<file path="src/ray_wall_nearest_hit_defines.svh">
// Assertion macros shared by the ray and wall nearest hit RTL.
// Users must have clk and arst_n in scope; no other dependencies.
`ifndef RAY_WALL_NEAREST_HIT_DEFINES_SVH
`define RAY_WALL_NEAREST_HIT_DEFINES_SVH

// Condition holds in the same cycle as the trigger.
`define RWNH_ASSERT_NOW(label, ante, cons, msg) \
	label: assert property (@(posedge clk) disable iff (!arst_n) (ante) |-> (cons)) \
		else $error(msg);

// Condition holds in the cycle after the trigger.
`define RWNH_ASSERT_NEXT(label, ante, cons, msg) \
	label: assert property (@(posedge clk) disable iff (!arst_n) (ante) |=> (cons)) \
		else $error(msg);

`endif

</file>
<file path="src/rwnh_pkg.sv">
// Shared types, codes and constants for the ray and wall nearest hit block.
// No dependencies; imported by the divider, the top level and the testbench.
`timescale 1ns / 1ps

package rwnh_pkg;

	// Sine and cosine are held as signed Q28 values.
	localparam int TRIG_BITS = 28;
	localparam logic [30:0] Q30_ONE = 31'h4000_0000;
	// pi/2 in Q30, scaled for a 14-bit quarter wave argument.
	localparam logic [30:0] HALF_TURN_Q30_X = 31'd1686629713;
	localparam int TAYLOR_TERMS = 5;

	localparam int DIV_NUM_W = 96;
	localparam int DIV_DEN_W = 64;
	localparam int DIV_QUO_W = 32;

	typedef enum logic [1:0] {
		STAT_STORED,
		STAT_DROPPED,
		STAT_HIT,
		STAT_MISS
	} status_t;

	typedef enum logic {
		MODE_ADD,
		MODE_RAY
	} mode_t;

	typedef enum logic [4:0] {
		S_IDLE,
		S_T_U,
		S_T_U2,
		S_T_DIV,
		S_T_QUO,
		S_T_MUL,
		S_T_FIN,
		S_W_RD,
		S_W_DIFF,
		S_W_M1,
		S_W_M2,
		S_W_M3,
		S_W_M4,
		S_W_M5,
		S_W_M6,
		S_W_CHK,
		S_W_TST,
		S_W_DWAIT,
		S_W_ADV,
		S_H_MX,
		S_H_RX,
		S_H_SX,
		S_H_SY,
		S_DONE
	} seq_state_t;

	typedef struct packed {
		logic busy;
		logic done;
	} div_stat_t;

	typedef struct packed {
		logic [32:0] mult;
		logic [5:0]  shift;
	} recip_t;

	// Reciprocals for the divisors of the nested Taylor evaluation, innermost
	// first (110, 72, 42, 20, 6). For any 32-bit x, (x * mult) >> shift is
	// exactly the floor of x over the divisor.
	function automatic recip_t taylor_recip(input logic [2:0] k);
		recip_t r;
		case (k)
			3'd0: r = '{mult: 33'd4997780127, shift: 6'd39};
			3'd1: r = '{mult: 33'd7635497416, shift: 6'd39};
			3'd2: r = '{mult: 33'd6544712071, shift: 6'd38};
			3'd3: r = '{mult: 33'd6871947674, shift: 6'd37};
			default: r = '{mult: 33'd5726623062, shift: 6'd35};
		endcase
		return r;
	endfunction

endpackage

</file>
<file path="src/rwnh_div.sv">
// Shared restoring divider: 96-bit dividend by 64-bit divisor, 32-bit quotient
// that saturates to all ones. Depends on rwnh_pkg.
`timescale 1ns / 1ps

module rwnh_div import rwnh_pkg::*; (
	input  logic                 clk,
	input  logic                 arst_n,
	input  logic                 start,
	input  logic [DIV_NUM_W-1:0] num,
	input  logic [DIV_DEN_W-1:0] den,
	output div_stat_t            stat,
	output logic [DIV_QUO_W-1:0] quo
);

	localparam int CNT_W = $clog2(DIV_QUO_W);

	logic                 busy_q;
	logic                 done_q;
	logic [CNT_W-1:0]     cnt_q;
	logic [DIV_DEN_W-1:0] rem_q;
	logic [DIV_DEN_W-1:0] den_q;
	logic [DIV_QUO_W-1:0] lo_q;
	logic [DIV_QUO_W-1:0] quo_q;
	logic [DIV_DEN_W:0]   trial;
	logic [DIV_DEN_W:0]   diff;
	logic                 take;
	logic                 sat;

	// The quotient overflows exactly when the upper dividend part reaches the divisor.
	assign sat   = num[DIV_NUM_W-1:DIV_QUO_W] >= den;
	assign trial = {rem_q, lo_q[DIV_QUO_W-1]};
	assign take  = trial >= {1'b0, den_q};
	assign diff  = trial - {1'b0, den_q};

	always_ff @(posedge clk or negedge arst_n) begin
		if (!arst_n) begin
			busy_q <= 1'b0;
			done_q <= 1'b0;
			cnt_q  <= '0;
		end else begin
			done_q <= 1'b0;
			if (start) begin
				cnt_q <= '0;
				if (sat) begin
					done_q <= 1'b1;
				end else begin
					busy_q <= 1'b1;
				end
			end else if (busy_q) begin
				cnt_q <= cnt_q + CNT_W'(1);
				if (cnt_q == CNT_W'(DIV_QUO_W - 1)) begin
					busy_q <= 1'b0;
					done_q <= 1'b1;
				end
			end
		end
	end

	always_ff @(posedge clk) begin
		if (start) begin
			den_q <= den;
			rem_q <= num[DIV_NUM_W-1:DIV_QUO_W];
			lo_q  <= num[DIV_QUO_W-1:0];
			quo_q <= sat ? '1 : '0;
		end else if (busy_q) begin
			rem_q <= take ? diff[DIV_DEN_W-1:0] : trial[DIV_DEN_W-1:0];
			lo_q  <= {lo_q[DIV_QUO_W-2:0], 1'b0};
			quo_q <= {quo_q[DIV_QUO_W-2:0], take};
		end
	end

	assign stat.busy = busy_q;
	assign stat.done = done_q;
	assign quo       = quo_q;

endmodule

</file>
<file path="config.mk">
export PLATFORM = sky130hd
export DESIGN_NAME = rwnh_div
export DESIGN_NICKNAME = d
export VERILOG_FILES = /design/src/ray_wall_nearest_hit_defines.svh /design/src/rwnh_pkg.sv /design/src/rwnh_div.sv
export SDC_FILE = /design/constraint.sdc
export NUM_CORES = 1
export LEC_CHECK = 0
export BUFFER_PORTS_ARGS = -buffer_cell sky130_fd_sc_hd__clkbuf_2
export CAP_MARGIN = 20
export CORE_UTILIZATION = 40
export DETAILED_ROUTE_END_ITERATION = 16
export PLACE_DENSITY = 0.62
export SYNTH_ARGS = -nofsm -noshare
export SYNTH_HDL_FRONTEND = slang
export SYNTH_SLANG_ARGS = --single-unit
</file>
<file path="constraint.sdc">
create_clock -name clk -period 3.69 [get_ports clk]
set_input_delay 0.738 -clock clk [delete_from_list [all_inputs] [get_ports clk]]
set_output_delay 0.738 -clock clk [all_outputs]
set_load 0.05 [all_outputs]
</file>
# Yosys cells after proc, flatten, opt, wreduce, memory -nomap -nowiden
# Index checks and enable logic that the tools add are counted.
# word_totals
regBits	199
input_bits	163
output_inout_bits	34
word_cells	32
# classes
add_sub_neg	2
magnitude_cmp	2
n_eq_ne	2
n_mux	18
reduce_logical	1
# ops
op	n
$mux W64	3
$mux W32	5
$ge A65 B64 Y1	1
$ge A64 B64 Y1	1
$sub A64 B64 Y64	1
$mux W5	2
$mux W1	8
$add A5 B1 Y5 const B	1
$eq A5 B5 Y1 const B	1
$ne A2 B2 Y1 const B	1
$reduce_bool A2 Y1	1

# Logic depth before layout (Yosys ltp)
# Gate-level depths: netlist of run 1.
# logic_depth
word_depth	4
depth_mapped	16
depth_no_buf	14

# Worst setup path after synthesis of run 1
# Ideal clock, no wire load.
# synth_path
path_type	input to register
startpoint	input start
endpoint	register lo_q[0] (enable)
setup_time_ns	0.433
t_arrival_ns	2.920
t_required_ns	3.257
setup_slack_ns	0.337
path_stages	3
n_path_buf	2
path_cell_list	clkbuf_1 > clkbuf_1 > or2_2
# synth_between
elab_chain_len	1
# synth_lines
element	line	rtl
start: declaration	rwnh_div.sv:8	input logic start,
$reduce_bool A2 Y1 (no source line)	n/a	
end signal: assignment	rwnh_div.sv:63	lo_q <= num[DIV_QUO_W-1:0];
end signal: assignment	rwnh_div.sv:67	lo_q <= {lo_q[DIV_QUO_W-2:0], 1'b0};
end: declaration	rwnh_div.sv:22	logic [DIV_QUO_W-1:0] lo_q;
# Every way passes these cells.
# A chain may end at the register's enable or synchronous reset.

# Worst setup path in the final report of run 1
# layout_path
startpoint	input den[49]
endpoint	register quo_q[30] (netlist: quo[30]), data pin
# layout_between
elab_chain_len	3
# layout_lines
element	line	rtl
start: declaration	rwnh_div.sv:10	input logic [DIV_DEN_W-1:0] den,
$ge A64 B64 Y1	rwnh_div.sv:30	assign sat = num[DIV_NUM_W-1:DIV_QUO_W] >= den;
$mux W32	rwnh_div.sv:64	quo_q <= sat ? '1 : '0;
$mux W32	rwnh_div.sv:60	if (start) begin
end signal: assignment	rwnh_div.sv:64	
end signal: assignment	rwnh_div.sv:68	quo_q <= {quo_q[DIV_QUO_W-2:0], take};
end: declaration	rwnh_div.sv:23	logic [DIV_QUO_W-1:0] quo_q;
# Every way passes these cells.

==> results of run 1 <==
sequential cells by signal (all words and copies together) (netlist names):
signal	flops
den_q	64
rem_q	64
lo_q	32
quo	32
cnt_q	5
busy_q	1
done_q	1
area by class of cell:
type / count / area, um2
inverter: 153 / 574
sequential: 199 / 5940
antenna: 5 / 12.5
fill: 3343 / 18300
clock inverter: 14 / 136
clock buffer: 18 / 429
timing repair buffer: 230 / 1320
multi-input combinational: 993 / 7160
tap: 455 / 569
metrics by stage:
stage / util / TNS (ns)
floorplan: - / 0
global placement: 0.449 / -12.19
detailed placement: 0.449 / -11.81
finish: 0.468 / 0
CTS: 0.466 / 0
global route: 0.468 / -0.0575
power breakdown:
part	total, mW	switching (mW)	leakage, nW	internal (mW)
Sequential	3.44	0.280	2.06	3.16
Clock	1.85	0.957	0.274	0.897
Combinational	6.26	3.70	4.79	2.56
Total	11.5	4.94	7.13	6.61
worst max path at each step:
stage                             startpoint               endpoint  slack (ns)
final                                den[49]      quo[30]$_DFFE_PP_        0.07
after global routing      lo_q[31]$_DFFE_PP_    rem_q[62]$_DFFE_PP_       -0.03
after CTS                 lo_q[31]$_DFFE_PP_    rem_q[40]$_DFFE_PP_        0.03
after detailed placement             den[49]      quo[23]$_DFFE_PP_       -0.38
after global placement               den[49]       quo[8]$_DFFE_PP_       -0.40
after floorplan                        start  lo_q[0]$_SDFFCE_PN0P_        0.34
per-layer routing:
| metal | GRT usage | wire (um) |
|---|---|---|
| met3 | 0.0551 | 2300 |
| met1 | 0.265 | 16300 |
| met2 | 0.323 | 16200 |
| met5 | 0 | 42 |
| met4 | 0.0530 | 533 |
kinds of logic after synthesis:
group / Yosys count / share of synthesized area
AO/OA/AOI/OAI: 424 / 0.193
XOR/XNOR: 54 / 0.0339
adder cells (fa/ha/maj): 131 / 0.118
buffers and inverters: 225 / 0.0649
flip-flops: 199 / 0.426
multiplexers: 64 / 0.0510
AND/OR/NAND/NOR: 320 / 0.113
placed cells by master (no fill, tap or decap), types with 10 or more instances in the layout:
master,instances
clkbuf_16,17
inv_1,152
a21o_1,47
nand2_1,108
a21oi_1,119
and3_1,10
buf_4,28
o21ai_0,101
edfxtp_1,192
a211oi_1,14
xor2_1,19
xnor2_1,35
ha_1,130
nand4_1,45
nor4_1,12
clkbuf_2,195
o21a_1,56
mux2_2,56
nor2_1,75
o21bai_1,15
nor3_1,17
what timing repair did:
item                                    in CTS  in global routing
pin swaps                                    0                  3
resized for setup                            2                  8
buffers inserted                             0                  3
endpoints found under the setup margin       3                 51
critical path, cell delays in order:
cell and delay, ns:
clkbuf_2 0.09, inv_1 0.04, ha_1 0.28, a21o_1 0.16, a21o_1 0.16, a21o_1 0.16, a21o_1 0.16, a21oi_1 0.13
o21ai_0 0.31, a2111oi_1 0.89, a31o_2 0.30, nand2_1 0.10, buf_12 0.17, o21a_1 0.12
synth_stat cells, drive strengths merged, types with 18 or more instances:
library cell	n	area, um2
nand2	109	412
nor3	18	95.1
inv	153	574
o21ai	107	539
mux2	56	631
buf	27	159
nand4	46	294
xor2	19	166
o21a	57	428
ha	130	1630
a21oi	123	623
a21o	47	353
xnor2	35	307
nor2	75	282
clkbuf	45	171
edfxtp	192	5770
==> flow_summary.yaml, run 1 <==
status:
  status: "finished, final reports clean"
placed_design:
  place_area_um2: 15500
  pre_cts_ws_ns: -0.383
  dp.cells: 2027
  hpwl_mm: 27.2
  gp_congestion: 0.892
  io_buffers: 196
setup_path:
  crit_path_start_kind: "primary input"
  criticalPathCategory: "in2reg"
  rr_worst_depth: 12
  critical_path.max_fanout: 32
  end_kind: "flop"
  worstReg2RegEnd: "rem_q[5]$_DFFE_PP_"
  worstPathArrival_ns: 3.83
  timing.rr.start: "rem_q[16]$_DFFE_PP_"
  r2r_slack_ns: 0.13
  required_ns: 3.90
grt:
  grt_usage: 0.201
  antenna_found_initial: 8
  overflow: 0
  grt_max_degree: 109
  grt_pass1_wl_mm: 56.6
  grt_pass1_vias: 10900
routing:
  drc: 0
  ant_nets: 0
  drt_iter0_markers: 808
  wl_per_cell_um: 17.1
  routed_wl_mm: 35.4
  first_pass_iters: 7
  vias: 11100
  viasPerCell: 5.35
sta:
  finalMaxSlewViolations: 0
  finalClockSkew_ns: 0.0150
  max_freq_ghz: 0.276
  post-route-period-util: 0.982
  setup_slack_ns: 0.0675
  period_minus_slack_ns: 3.62
  hold_slack_ns: 0.102
  setup-violations-final: 0
  maxSlewHeadroom: 0.395
  worst_pin_slew_ns: 0.906
  rsz0062_at_grt: "yes"
  finalHoldViolations: 0
clock_tree:
  clock_path_buffers: 2
  cts_buffers: 17
  postCtsHoldBufs: 0
  clock_latency_ns: 0.46
  clock-root-buffer: "clkbuf_16"
  clkSlewWorstSetupHoldPaths_ns: 0.08
  cts_tree: "yes"
  cts-htree-levels: 4
  clkSinkCount: 199
floorplan:
  dieArea_um2: 35600
  initial_core_util: 0.405
  coreArea_um2: 34500
  std_cell_rows: 68
  die_h_um: 189
  die_x_um: 189
  ioPinCount: 197
synth:
  async_flop_share: 0.0352
  synth.avg_cell_area_um2: 9.84
  syn_inst: 1417
  synth_edf_count: 192
  synth_top_flop_cell: "edfxtp_1"
  yosysWarnings: 0
  syn_nets: 1711
  ys_seq_elements: 199
  yosysSeqAreaShare: 0.426
  synth_area_um2: 13900
  synthDistinctLibCells: 71
power_and_ir_drop:
  p_per_area_nw_per_um2: 716
  finalPower_mw: 11.5
  p_leak_nw: 7.13
  irDropWorstVdd_mv: 0.428
final_layout:
  layout-area-overhead-vs-synth_pct: 15.8
  finalInstanceArea_um2: 16100
  fin_cells: 2067
  nNetsFinal: 1888
  drive_gt1_frac: 0.210
flow_run:
  maxCapViolCount: 0
worst_hold_path:
  holdCritPathClass: "in2async"
No activity file was read; power rests on OpenSTA's default activity.
==> inputs of run 2 (changes only) <==
GPL_TIMING_DRIVEN = 0   (was unset)
HOLD_SLACK_MARGIN = 0.15   (was unset)
==> run 2 against run 1 <==
Critical path depth fell by 2. Clock-buffer cell count did not move. Highest routed layer unchanged. Fmax rose by 2.4%. Flip-flop and latch count did not move.
==> flow_summary.yaml, run 2 (synthesis gave the netlist of run 1 again) <==
routing:
  dr.max_layer_used: "met5"
  dr_wl_met2_mm: 18.3
  wl_per_cell_um: 19.2
  ant_nets: 0
  wl_met1_mm: 18.3
  routed_wl_mm: 40.4
  dr_wl_met3_mm: 2.91
  vias: 11500
  drc: 0
  first_pass_iters: 6
  viasPerCell: 5.46
  drt_iter0_markers: 917
clock_tree:
  clock_path_buffers: 2
  cts_buffers: 17
  cts-htree-levels: 4
  clkSlewWorstSetupHoldPaths_ns: 0.08
  clock_latency_ns: 0.47
  clkSinkCount: 199
  clock-root-buffer: "clkbuf_16"
  cts_tree: "yes"
grt:
  grt_max_degree: 64
  grt_usage: 0.229
  grt_pass1_wl_mm: 63.2
  overflow: 0
  antenna_found_initial: 6
  grt_pass1_vias: 11500
power_and_ir_drop:
  p_leak_nw: 7.21
  switching_share: 0.441
  p_sw_mw: 5.27
  finalPower_mw: 12.0
  pwr-share-comb: 0.550
  irDropWorstVdd_mv: 0.380
  internal_power_mw: 6.69
  power_frac_seq: 0.288
  p_per_area_nw_per_um2: 732
  power_frac_clock: 0.162
sta:
  finalClockSkew_ns: 0.0148
  setup-violations-final: 0
  rsz0062_at_grt: "yes"
  post-route-period-util: 0.959
  finalHoldViolations: 0
  max_freq_ghz: 0.283
  period_minus_slack_ns: 3.54
  hold_slack_ns: 0.458
  finalMaxSlewViolations: 0
  maxSlewHeadroom: 0.410
  worst_pin_slew_ns: 0.885
setup_path:
  worstPathArrival_ns: 3.83
  end_kind: "flop"
  crit_path_start_kind: "flop"
  critical_path.max_fanout: 7
  required_ns: 3.98
  criticalPathCategory: "reg2reg"
floorplan:
  die_x_um: 189
  die_h_um: 189
  ioPinCount: 197
  coreArea_um2: 34500
  dieArea_um2: 35600
  std_cell_rows: 68
  initial_core_util: 0.405
flow_run:
  maxCapViolCount: 0
final_layout:
  layout_common_cells: "clkbuf_2 (198), edfxtp_1 (192), inv_1 (153)"
  final_common_cell: "clkbuf_2"
  fin_util: 0.474
  fillers: 3366
  nNetsFinal: 1932
  layout-area-overhead-vs-synth_pct: 17.2
  largestRegisters: "den_q (64), rem_q (64)"
  drive_gt1_frac: 0.217
placed_design:
  gp_congestion: 0.911
  io_buffers: 196
  hpwl_mm: 31.2
worst_hold_path:
  holdCritPathClass: "in2reg"
status:
  status: "finished, final reports clean"
## run 2: per-layer routing
metal  vias to the layer above  global-route usage
met3                        52              0.0577
met2                       344               0.365
met1                      5481               0.306
met4                         8              0.0698
met5                         -                   0
li1                       5628                   -
## run 2: what timing repair did
item	CTS	global route
pin swaps	1	5
setup endpoints to repair	17	61
resized for setup	6	34
setup buffers	2	5
hold buffers	1	0
hold endpoints to repair	7	0
## run 2: path summary, 6_finish.rpt
check	startpoint	end	slack [ns]	cells past startpoint
hold reg to reg	cnt_q[4]$_DFFE_PN0P_	cnt_q[4]$_DFFE_PN0P_	0.54	2
setup / recovery	rem_q[6]$_DFFE_PP_	rem_q[58]$_DFFE_PP_	0.15	12
max in group asynchronous	arst_n	cnt_q[4]$_DFFE_PN0P_	2.85	2
min in group asynchronous	arst_n	done_q$_DFF_PN0_	0.68	2
hold / removal	den[55]	den_q[55]$_DFFE_PP_	0.46	1
setup reg to reg	rem_q[6]$_DFFE_PP_	rem_q[58]$_DFFE_PP_	0.15	12
## run 2: area by class of cell
type	count	area, um2	share of cell area
well taps	455	569	0.0348
clock inverters	14	154	0.00942
repair buffers	208	1130	0.0689
diodes	3	7.51	0.000459
inverters	153	574	0.0351
flip-flops and latches	199	5940	0.363
plain buffers	66	322	0.0197
clock buffers	18	429	0.0263
multi-input cells	993	7220	0.442
## run 2: per-stage QoR
stage / instances / TNS, ns / worst slack [ns] / cell area, um2
floorplan: 1417 / 0 / 0.337 / 13900
global placement: 2068 / -378.23 / -2.70 / 15500
detailed placement: 2072 / -26.27 / -0.236 / 15600
CTS: 2107 / 0 / 0.00562 / 16200
global route: 2107 / -0.0182 / -0.0182 / 16300
finish: 2109 / 0 / 0.152 / 16300
## run 2: power by group through the flow
stage / clock [mW] / combinational [mW] / sequential, mW
2_1_floorplan: 0 / 4.47 / 3.58
3_3_place_gp: 0 / 6.20 / 3.48
3_5_place_dp: 0 / 6.25 / 3.49
4_1_cts: 1.99 / 6.35 / 3.45
5_1_grt: 2.06 / 7.22 / 3.51
6_report: 1.94 / 6.57 / 3.45
## run 2: critical path, stage by stage, from the launching register on
cell	delay, ns
edfxtp_1	0.40
ha_1	0.42
and4_1	0.26
and2_1	0.22
a221oi_2	0.08
buf_4	0.15
o31a_1	0.36
o31ai_4	0.34
a31o_2	0.36
a21oi_4	0.12
o21ai_0	0.29
nor4_1	0.10
a211oi_1	0.25
